[src/hdl/sans_pkg.sv]
// shared constants, field types and handshake structs for the sorted array neighbor search
`timescale 1ns / 1ps
`default_nettype none

package sans_pkg;

    localparam int DEPTH   = 1024;
    localparam int ADDR_W  = $clog2(DEPTH);
    localparam int IDX_W   = 10;
    localparam int KEY_W   = 32;
    localparam int FUNC_W  = 2;
    localparam int BND_W   = IDX_W + 2;
    localparam int S_DATA_W = ((IDX_W + KEY_W + IDX_W + IDX_W + 7) / 8) * 8;
    localparam int M_DATA_W = ((IDX_W + 7) / 8) * 8;

    localparam logic [FUNC_W-1:0] FUNC_WRITE   = 2'd0;
    localparam logic [FUNC_W-1:0] FUNC_LESSER  = 2'd1;
    localparam logic [FUNC_W-1:0] FUNC_GREATER = 2'd2;

    typedef struct packed {
        logic                    want_greater;
        logic signed [KEY_W-1:0] target;
        logic [IDX_W-1:0]        window_low;
        logic [IDX_W-1:0]        window_high;
    } sans_req_t;

    typedef struct packed {
        logic             found;
        logic [IDX_W-1:0] position;
    } sans_res_t;

endpackage

`default_nettype wire

[src/hdl/sans_search.sv]
// binary search sequencer with shared signed less-than and greater-than compares against the key store
`timescale 1ns / 1ps
`default_nettype none

module sans_search (
    input  wire logic                              aclk,
    input  wire logic                              aresetn,
    input  wire logic                              start_valid,
    output logic                                   start_ready,
    input  wire sans_pkg::sans_req_t               req,
    output logic [sans_pkg::ADDR_W-1:0]            rd_addr,
    input  wire logic signed [sans_pkg::KEY_W-1:0] rd_data,
    output logic                                   res_valid,
    input  wire logic                              res_ready,
    output sans_pkg::sans_res_t                    res
);
    import sans_pkg::*;

    typedef enum logic [3:0] {
        S_IDLE = 4'b0001,
        S_READ = 4'b0010,
        S_CMP  = 4'b0100,
        S_DONE = 4'b1000
    } sans_state_t;

    localparam logic signed [BND_W-1:0] HI_MAX = BND_W'(DEPTH - 1);
    localparam logic signed [BND_W-1:0] ONE    = BND_W'(1);

    sans_state_t             state_reg, state_next;
    logic signed [BND_W-1:0] lo_reg, lo_next;
    logic signed [BND_W-1:0] hi_reg, hi_next;
    logic [ADDR_W-1:0]       mid_reg, mid_next;
    logic signed [KEY_W-1:0] target_reg, target_next;
    logic                    greater_reg, greater_next;
    logic                    found_reg, found_next;
    logic [IDX_W-1:0]        pos_reg, pos_next;

    logic signed [BND_W-1:0] span;
    logic signed [BND_W-1:0] mid_full;
    logic signed [BND_W-1:0] mid_ext;
    logic signed [BND_W-1:0] win_hi;
    logic                    key_lt;
    logic                    key_gt;

    assign span     = hi_reg - lo_reg + ONE;
    assign mid_full = lo_reg + (span >>> 1);
    assign mid_ext  = $signed({{(BND_W-ADDR_W){1'b0}}, mid_reg});
    assign win_hi   = ($signed({2'b00, req.window_high}) > HI_MAX) ? HI_MAX
                                                                   : $signed({2'b00, req.window_high});
    // shared signed less-than and greater-than compares
    assign key_lt   = rd_data < target_reg;
    assign key_gt   = rd_data > target_reg;

    assign start_ready = (state_reg == S_IDLE);
    assign res_valid   = (state_reg == S_DONE);
    assign res.found    = found_reg;
    assign res.position = pos_reg;
    assign rd_addr      = ADDR_W'(mid_full);

    always_comb begin
        state_next   = state_reg;
        lo_next      = lo_reg;
        hi_next      = hi_reg;
        mid_next     = mid_reg;
        target_next  = target_reg;
        greater_next = greater_reg;
        found_next   = found_reg;
        pos_next     = pos_reg;
        case (state_reg)
            S_IDLE: begin
                if (start_valid) begin
                    lo_next      = $signed({2'b00, req.window_low});
                    hi_next      = win_hi;
                    target_next  = req.target;
                    greater_next = req.want_greater;
                    found_next   = 1'b0;
                    pos_next     = '0;
                    state_next   = S_READ;
                end
            end
            S_READ: begin
                if (lo_reg <= hi_reg) begin
                    mid_next   = ADDR_W'(mid_full);
                    state_next = S_CMP;
                end else begin
                    state_next = S_DONE;
                end
            end
            S_CMP: begin
                if (key_lt) begin
                    if (!greater_reg) begin
                        found_next = 1'b1;
                        pos_next   = IDX_W'(mid_reg);
                    end
                    lo_next = mid_ext + ONE;
                end else if (key_gt) begin
                    if (greater_reg) begin
                        found_next = 1'b1;
                        pos_next   = IDX_W'(mid_reg);
                    end
                    hi_next = mid_ext - ONE;
                end else if (greater_reg) begin
                    lo_next = mid_ext + ONE;
                end else begin
                    hi_next = mid_ext - ONE;
                end
                state_next = S_READ;
            end
            S_DONE: begin
                if (res_ready) begin
                    state_next = S_IDLE;
                end
            end
            default: begin
                state_next = S_IDLE;
            end
        endcase
    end

    always_ff @(posedge aclk) begin
        if (!aresetn) begin
            state_reg <= S_IDLE;
        end else begin
            state_reg <= state_next;
        end
    end

    always_ff @(posedge aclk) begin
        lo_reg      <= lo_next;
        hi_reg      <= hi_next;
        mid_reg     <= mid_next;
        target_reg  <= target_next;
        greater_reg <= greater_next;
        found_reg   <= found_next;
        pos_reg     <= pos_next;
    end

    a_mid_in_window: assert property (@(posedge aclk) disable iff (!aresetn)
        state_reg == S_CMP |-> (mid_ext >= lo_reg) && (mid_ext <= hi_reg))
        else $error("probe index outside search window");

    a_window_shrinks: assert property (@(posedge aclk) disable iff (!aresetn)
        state_reg == S_CMP |=> (hi_reg - lo_reg) < $past(hi_reg - lo_reg))
        else $error("search window did not shrink after a probe");

    a_miss_position_zero: assert property (@(posedge aclk) disable iff (!aresetn)
        res_valid && !res.found |-> res.position == '0)
        else $error("position nonzero on a miss");

    a_cmp_then_read: assert property (@(posedge aclk) disable iff (!aresetn)
        state_reg == S_CMP |=> state_reg == S_READ)
        else $error("compare not followed by next probe");

endmodule

`default_nettype wire

[config.mk]
export PLATFORM = sky130hd
export DESIGN_NAME = sans_search
export DESIGN_NICKNAME = d
export VERILOG_FILES = /design/src/hdl/sans_pkg.sv /design/src/hdl/sans_search.sv
export SDC_FILE = /design/constraint.sdc
export NUM_CORES = 1
export LEC_CHECK = 0
export ABC_AREA = 1
export BUFFER_PORTS_ARGS = -buffer_cell sky130_fd_sc_hd__buf_2
export CAP_MARGIN = 20
export CORE_MARGIN = 5
export CORE_UTILIZATION = 45
export DETAILED_ROUTE_END_ITERATION = 10
export GPL_TIMING_DRIVEN = 0
export PLACE_DENSITY = 0.71
export SYNTH_ARGS = -nofsm -noshare
export SYNTH_HDL_FRONTEND = slang
export SYNTH_SLANG_ARGS = --single-unit
[constraint.sdc]
create_clock -name aclk -period 6 [get_ports aclk]
set_input_delay 1.2 -clock aclk [delete_from_list [all_inputs] [get_ports aclk]]
set_output_delay 1.2 -clock aclk [all_outputs]
set_load 0.02 [all_outputs]
# Word-level counts from Yosys, hierarchy flattened
# Cells that the tools add are included.
# word_totals
output_inout_bits,23
ff_bits,82
# op_classes
eq_ne,12
mux,26
add_sub_neg,5
reduce_logical,7
magnitude_cmp,3
# op_table
cell,n
$mux 12,8
$mux 10,5
$pmux 12 s2,2
$gt 32x32->1,1
$lt 32x32->1,1
$pmux 10 s2,1
$pmux 4 s4,1
$ne 3x3->1 const B,5
$le 12x12->1,1
$mux 4,3
$add 10x1->11 const B,1
$add 11x2->11 const B,1
$sub 10x1->11 const B,1
$sub 11x11->11,1
$add 10x10->10,1
$reduce_and 4->1,2
$reduce_and 2->1,3
$mux 1,5
$reduce_and 5->1,1
$eq 4x1->1 const B,1
$eq 4x2->1 const B,1
$eq 4x3->1 const B,1
$eq 4x4->1 const B,1
$ne 2x2->1 const B,2
3 further kinds,3

# Depth between registers and ports, before layout
# Gate-level depths: netlist of the first run.
# depth
depth_word,5
ltp_mapped,23
mapped_depth_nobuf,23

# Least setup slack after synthesis of the first run
# No wires, ideal clock.
# synth_path
path_type,register -> output
start,register lo_reg[1]
end,output port rd_addr[9] (netlist name)
setup_slack_ps,1777
path_stages_with_launch,23
n_path_buf,0
arrival_time_ps,3023
t_required_ps,4800
cell_sequence,edfxtp_1 -> ha_1 -> inv_1 -> ha_1 -> fa_1 -> nand3_1 -> nand2_1 -> xnor2_1 -> inv_1 -> ha_1 -> nand2_1 -> inv_1 -> nand2_1 -> nand2_1 -> a21oi_1 -> o21ai_1 -> nand2_1 -> nand2_1 -> nand2_1 -> nand2_1 -> inv_1 -> nand2_1 -> nand2_1
# synth_via
elab_chain_len,3
# synth_rtl
element,line,text
from (decl),sans_search.sv:30,"logic signed [BND_W-1:0] lo_reg, lo_next;"
from (signal assigned),sans_search.sv:129,lo_reg <= lo_next;
$sub 11x11->11,sans_search.sv:45,assign span = hi_reg - lo_reg + ONE;
$add 11x2->11,sans_search.sv:45,
$add 10x10->10 *,sans_search.sv:46,assign mid_full = lo_reg + (span >>> 1);
to (decl),sans_search.sv:11,"output logic [sans_pkg::ADDR_W-1:0] rd_addr,"
# Mark *: on every way between the ends. The rest lies on a longest branch, timed or not.

# Worst setup path in the final report of the first run
# Same ends and word-level chain as after synthesis.

==> run summary, run 1 <==
Final hold slack -> 0.572 ns
Switching Share -> 35.4%
Clock power frac -> 26.3%
H-tree levels -> 3
Top cell by count, worst path -> nand2_1
Fmax -> 0.198 GHz
Max reg flops -> 32
Startpoint type of the worst setup path -> flop
Clock Latency Late Sink -> 0.33 ns
IO Pins -> 112
Drt first pass iters -> 4
Internal -> 1.20 mW
Cell Area, Synth -> 5230 um2
Worst reg2reg path startpoint -> lo_reg[1]$_DFFE_PP_
MaxCap Viol Count -> 0
CORE AREA -> 11,400 um2
VDD IR-drop max -> 155 uV
Die Wd -> 118 um
First-pass GRT wire length -> 18,900 um
CTS tree -> yes
Final min period -> 5.04 ns
Largest stage delay, worst path -> 0.49 ns
Slowest CP cell -> edfxtp_1
RSZ-0062 raised after global routing -> no
Switching power -> 658 uW
Relative slew slack -> 29.6%
Clock-pin slew on the worst setup and hold paths -> 0.06 ns
Sink Count -> 80
Register area share after synthesis -> 45.1%
Hold Vio Cnt, Final -> 0
Initial Util -> 45.8%
Vias -> 4,099
Overall routing resource usage -> 16.7%
DRC Markers -> 0
Initial antenna violation count -> 2
Chip height -> 118 um
Ys flop type -> edfxtp_1
Status -> finished clean
Setup violations, final -> 0
Average wire per cell in the routed design -> 14.1 um
Clock root buffer -> clkbuf_16
Vias in the first global route -> 4,133
Reg power frac -> 37.9%
CP startpoint -> lo_reg[1]$_DFFE_PP_
Synth warn -> 0
Area Overhead vs Synth -> 19.3%
Rows -> 39
CP Class -> reg2out
Mean Syn Cell Area -> 9.41 um2
LEAKAGE -> 3.10 nW
Worst Max-Slew Pin Slew -> 1.05 ns
Crit-path cells -> ha_1 -> inv_1 -> ha_1 -> fa_1 -> nand3_1 -> nand2_1 -> xnor2_1 -> inv_1 -> ha_1 -> nand2_1 -> inv_1 -> nand2_1 -> nand2_1 -> a21oi_1 -> o21ai_1 -> nand2_1 -> nand2_1 -> nand2_1 -> nand2_1 -> inv_1 -> nand2_1 -> nand2_1 -> buf_2
Hold Path Class -> reg2reg
Synth async-reset ratio -> 0%
Reg2Reg Setup Slack -> 2.45 ns
Gate power share -> 35.8%
Max clock buf depth -> 2
Post-synth top area cell -> edfxtp_1
Routability Congestion -> 0.870
Layout Skew -> 0.00581 ns
R2r worst-path depth -> 21
CP arrival -> 3.84 ns
Synth top cells by count -> 103 x inv_1, 100 x nand2_1, 76 x edfxtp_1
CP Max Fanout -> 4
Via density -> 4.96
Synth top area cells -> edfxtp_1 44%, ha_1 18%, inv_1 7.4%
CTS Buf Count -> 9
Final WL -> 11,700 um
Largest net degree at the start of global routing -> 35
Critical Path RT -> 4.80 ns
Hold path startpoint -> mid_reg[9]$_DFFE_PP_
Synth top area share -> 43.6%
Total Nets Final -> 843
Net count after synthesis -> 721
Max-slew violations -> 0
Remaining Overflow, GRT -> 0
Hold_buf cts -> 0
Count leader, synth -> inv_1
Crit path to -> rd_addr[9]
Post-CTS resize count -> 0
Routed Antenna Nets -> 0
Fin crit share -> 84.0%
Layout cells sized above 1 -> 22.3%
Die area -> 13,900 um2
RR Endpoint -> mid_reg[9]$_DFFE_PP_
Count of different cell masters after synthesis -> 39
Input/output buffers -> 111
Mapped Cells -> 556
Power Density -> 298 nW/um2
DP HPWL -> 9600 um
Post-synth EDFFs -> 76
Setup Buffers After CTS -> 0
Setup TNS -> 0 ns
DR iter-0 viols -> 281
Seq cells post-synth -> 80
Crit. End Element -> output pin
## routing by layer
| metal | global-route usage (%) | wire, um |
|---|---|---|
| met1 | 20.7 | 5050 |
| met2 | 29.1 | 5930 |
| met3 | 3.70 | 515 |
| met4 | 4.95 | 182 |
| met5 | 0 | 20 |
## power groups by stage
stage / registers (mW) / logic (mW) / clock network (mW)
final: 0.705 / 0.667 / 0.489
after global placement: 0.716 / 0.645 / 0
after global routing: 0.709 / 0.744 / 0.524
after floorplan: 0.717 / 0.448 / 0
after detailed placement: 0.716 / 0.664 / 0
after CTS: 0.705 / 0.671 / 0.498
## how the worst min path moves through the flow
stage | to | slack, ns | cells past startpoint
4_1_cts | hi_reg[10]$_SDFFCE_PN0P_ | 0.57 | 1
3_5_place_dp | hi_reg[10]$_SDFFCE_PN0P_ | 0.56 | 1
6_report | hi_reg[10]$_SDFFCE_PN0P_ | 0.57 | 1
3_3_place_gp | hi_reg[10]$_SDFFCE_PN0P_ | 0.55 | 1
2_1_floorplan | hi_reg[10]$_SDFFCE_PN0P_ | 0.53 | 1
5_1_grt | hi_reg[10]$_SDFFCE_PN0P_ | 0.60 | 1
## worst max-delay path: cells and delay by family (launching register included)
family	cells	cell delay (ns)
AO/OA/AOI/OAI	2	0.35
XOR/XNOR	1	0.14
adder cells (fa/ha/maj)	4	1.35
buffers and inverters	5	0.40
flip-flops	1	0.49
AND/OR/NAND/NOR	11	0.79
## placed cells by master (no fill, tap or decap), drive strengths merged, types with 2 or more instances in the layout
master	n
o31ai	3
a21oi	33
clkbuf	10
nand3	29
nor3	8
inv	109
a31oi	5
nand2	102
o21ai	14
ha	74
nand4	7
o211ai	4
a22oi	2
xor2	6
buf	118
a21o	3
edfxtp	76
fa	2
dfxtp	4
xnor2	12
o21a	3
nor2	48
clkinv	4
## layout make-up
class	instances	area, um2
diodes	1	2.50
clock inverters	6	35.0
repair buffers	111	556
inverters	108	408
fillers	1043	5180
multi-input cells	361	2420
well taps	143	179
clock buffers	10	229
flip-flops and latches	80	2360
plain buffers	7	46.3
## stage by stage
step / worst slack [ns] / instances / util, % / total power [mW] / area [um2]
after floorplan: 1.78 / 556 / - / 1.17 / 5230
after CTS: 0.936 / 826 / 54.6 / 1.87 / 6240
after global placement: 1.25 / 810 / 52.3 / 1.36 / 5970
after detailed placement: 1.30 / 810 / 52.3 / 1.38 / 5980
final: 0.958 / 827 / 54.7 / 1.86 / 6240
after global routing: 0.670 / 827 / 54.7 / 1.98 / 6240
## cell families (layout without fill, tap and decap cells)
kind of cell	after synthesis	after routing	synth area share [%]
compound gates	71	71	7.98
xor+xnor	18	18	3.01
fa+ha+maj	76	76	18.5
buf+inv	115	242	8.68
flops	80	80	45.1
other cells	0	1	0
simple gates	196	196	16.7
Power figures use the tool's default switching activity.
==> run 2: changes to the inputs <==
--- a/config.mk
+++ b/config.mk
@@ -12,7 +12,7 @@
 export CORE_UTILIZATION = 45
 export DETAILED_ROUTE_END_ITERATION = 10
 export GPL_TIMING_DRIVEN = 0
-export PLACE_DENSITY = 0.71
+export PLACE_DENSITY = 0.74
 export SYNTH_ARGS = -nofsm -noshare
 export SYNTH_HDL_FRONTEND = slang
 export SYNTH_SLANG_ARGS = --single-unit
==> constraint.sdc (replaced) <==
create_clock -name aclk -period 4.6 [get_ports aclk]
set_input_delay 0.92 -clock aclk [delete_from_list [all_inputs] [get_ports aclk]]
set_output_delay 0.92 -clock aclk [all_outputs]
set_load 0.02 [all_outputs]
==> run summary, run 2 (synthesis gave the netlist of run 1 again) <==
Status -> finished clean
CORE AREA -> 11,400 um2 (unchanged)
Crit. End Element -> output pin
VDD IR-drop max -> 187 uV (+20%)
Max reg flops -> 32 (unchanged)
Rows -> 39 (unchanged)
DRC Markers -> 0 (unchanged)
ANT cells -> 0 (-1)
Worst reg2reg path startpoint -> lo_reg[1]$_DFFE_PP_
Crit path buf inv count -> 3 (-2)
Overall routing resource usage -> 17.2% (+0.51 points)
Input/output buffers -> 111 (unchanged)
Vias in the first global route -> 4,263 (+3.1%)
CP arrival -> 3.50 ns (-0.34 ns)
RSZ-0062 raised after global routing -> yes
Critical Path RT -> 3.68 ns (-1.12 ns)
Most common cell after layout, fill and taps aside -> buf_2
Sink Count -> 80 (unchanged)
Largest stage delay, worst path -> 0.40 ns (-0.09 ns)
Worst Max-Slew Pin Slew -> 0.944 ns (-0.105 ns)
Routed Antenna Nets -> 0 (unchanged)
Power Density -> 411 nW/um2 (+38%)
MaxCap Viol Count -> 0 (unchanged)
Hold Path Class -> reg2reg
Area Overhead vs Synth -> 22.4%
Initial antenna violation count -> 0 (-2)
CTS tree -> yes
Placed cell count -> 810 (unchanged)
CP startpoint -> lo_reg[1]$_DFFE_PP_
Largest net degree at the start of global routing -> 35 (unchanged)
IO Pins -> 112 (unchanged)
H-tree levels -> 3 (unchanged)
Fin crit share -> 96.1%
LEAKAGE -> 3.15 nW (+1.5%)
Relative slew slack -> 36.9% (+7.3 points)
Cell family with most CP delay -> adder cells
Pre-CTS WS -> 0.276 ns (-1.02 ns)
Worst setup margin -> 0.181 ns (-0.777 ns)
Clock Latency Late Sink -> 0.34 ns (about the same)
Die area -> 13,900 um2 (unchanged)
Setup violations, final -> 0 (unchanged)
Routability Congestion -> 0.877 (+0.83%)
DP HPWL -> 9720 um (+1.2%)
Final min period -> 4.42 ns
Reg area -> 2360 um2 (unchanged)
Hold Vio Cnt, Final -> 0 (unchanged)
Layout Skew -> 0.0106 ns (+0.00474 ns)
CTS Buf Count -> 9 (unchanged)
Chip height -> 118 um (unchanged)
Slowest CP cell -> edfxtp_1
Max clock buf depth -> 2 (unchanged)
DR iter-0 viols -> 233 (-17%)
Total Nets Final -> 849 (+0.71%)
Multi-input logic area -> 2490 um2 (+2.6%)
Hold_buf cts -> 0 (unchanged)
Hold path startpoint -> mid_reg[9]$_DFFE_PP_
Clock root buffer -> clkbuf_16
Startpoint type of the worst setup path -> flop
Drt first pass iters -> 4 (unchanged)
Final Total Pwr -> 2.63 mW (+41%)
Via density -> 5.11 (+3.1%)
Fmax -> 0.226 GHz
Finished Layout Cells -> 832 (+0.60%)
Crit-path cells -> ha_1 -> inv_1 -> ha_2 -> fa_2 -> nand3_1 -> nand2_1 -> a21oi_1 -> o21bai_1 -> xnor2_1 -> inv_1 -> ha_4 -> nand2_1 -> o21ai_2 -> xor2_1 -> buf_2
CP Class -> reg2out
Layout cells sized above 1 -> 24.8% (+2.6 points)
CP Max Fanout -> 4 (unchanged)
Remaining Overflow, GRT -> 0 (unchanged)
Initial Util -> 45.8% (unchanged)
Average wire per cell in the routed design -> 14.6 um (+2.9%)
Max-slew violations -> 0 (unchanged)
Clock-pin slew on the worst setup and hold paths -> 0.07 ns (about the same)
Vias -> 4,251 (+3.7%)
Most frequent cells in the layout -> 114 x buf_2, 103 x inv_1, 100 x nand2_1
Die Wd -> 118 um (unchanged)
Final WL -> 12,100 um (+3.5%)
First-pass GRT wire length -> 19,500 um (+3.2%)
Fill cells -> 959 (-8.1%)
-- run 2: path summary, 6_finish.rpt --
check	slack (ns)	to	cells after the start
setup / recovery	0.18	rd_addr[7]	15
hold / removal	0.61	hi_reg[10]$_SDFFCE_PN0P_	1
setup reg to reg	1.26	mid_reg[8]$_DFFE_PP_	15
hold reg to reg	0.61	hi_reg[10]$_SDFFCE_PN0P_	1
-- run 2: metrics by stage --
stage | cell area [um2] | util, % | hold slack [ns] | setup TNS (ns)
after floorplan | 5230 | - | 0.530 | 0
after global placement | 5970 | 52.3 | 0.581 | 0
after detailed placement | 5980 | 52.3 | 0.603 | 0
after CTS | 6310 | 55.3 | 0.618 | 0
after global routing | 6410 | 56.1 | 0.644 | -0.0443
final | 6410 | 56.1 | 0.611 | 0
-- run 2: report_power, final --
part	internal, mW	switching [mW]	total (mW)
Clock	0.475	0.291	0.766
Sequential	0.893	0.0263	0.919
Combinational	0.369	0.577	0.946
Total	1.74	0.894	2.63
-- run 2: final cells by class --
| type | count | area share (%) |
|---|---|---|
| inverter | 108 | 6.36 |
| clock buffer | 9 | 3.51 |
| timing repair buffer | 117 | 9.41 |
| multi-input combinational | 361 | 38.8 |
| clock inverter | 7 | 1.50 |
| tap | 143 | 2.79 |
| sequential | 80 | 36.9 |
| buffer | 7 | 0.722 |
-- run 2: layer usage --
metal | part of all wire [%] | global-route usage [%] | wire length, um | vias up
met3 | 6.9 | 4.13 | 830 | 23
met5 | 0 | 0 | 0 | -
met2 | 52 | 30.9 | 6270 | 120
li1 | - | - | - | 2111
met4 | 2.0 | 6.24 | 242 | 0
met1 | 39 | 19.9 | 4780 | 1997
-- run 2: timing repair --
item / 4_1_cts / 5_1_grt
buffers inserted: 2 / 3
endpoints found under the setup margin: 3 / 4
gates resized for setup: 0 / 12
pin swaps: 1 / 1
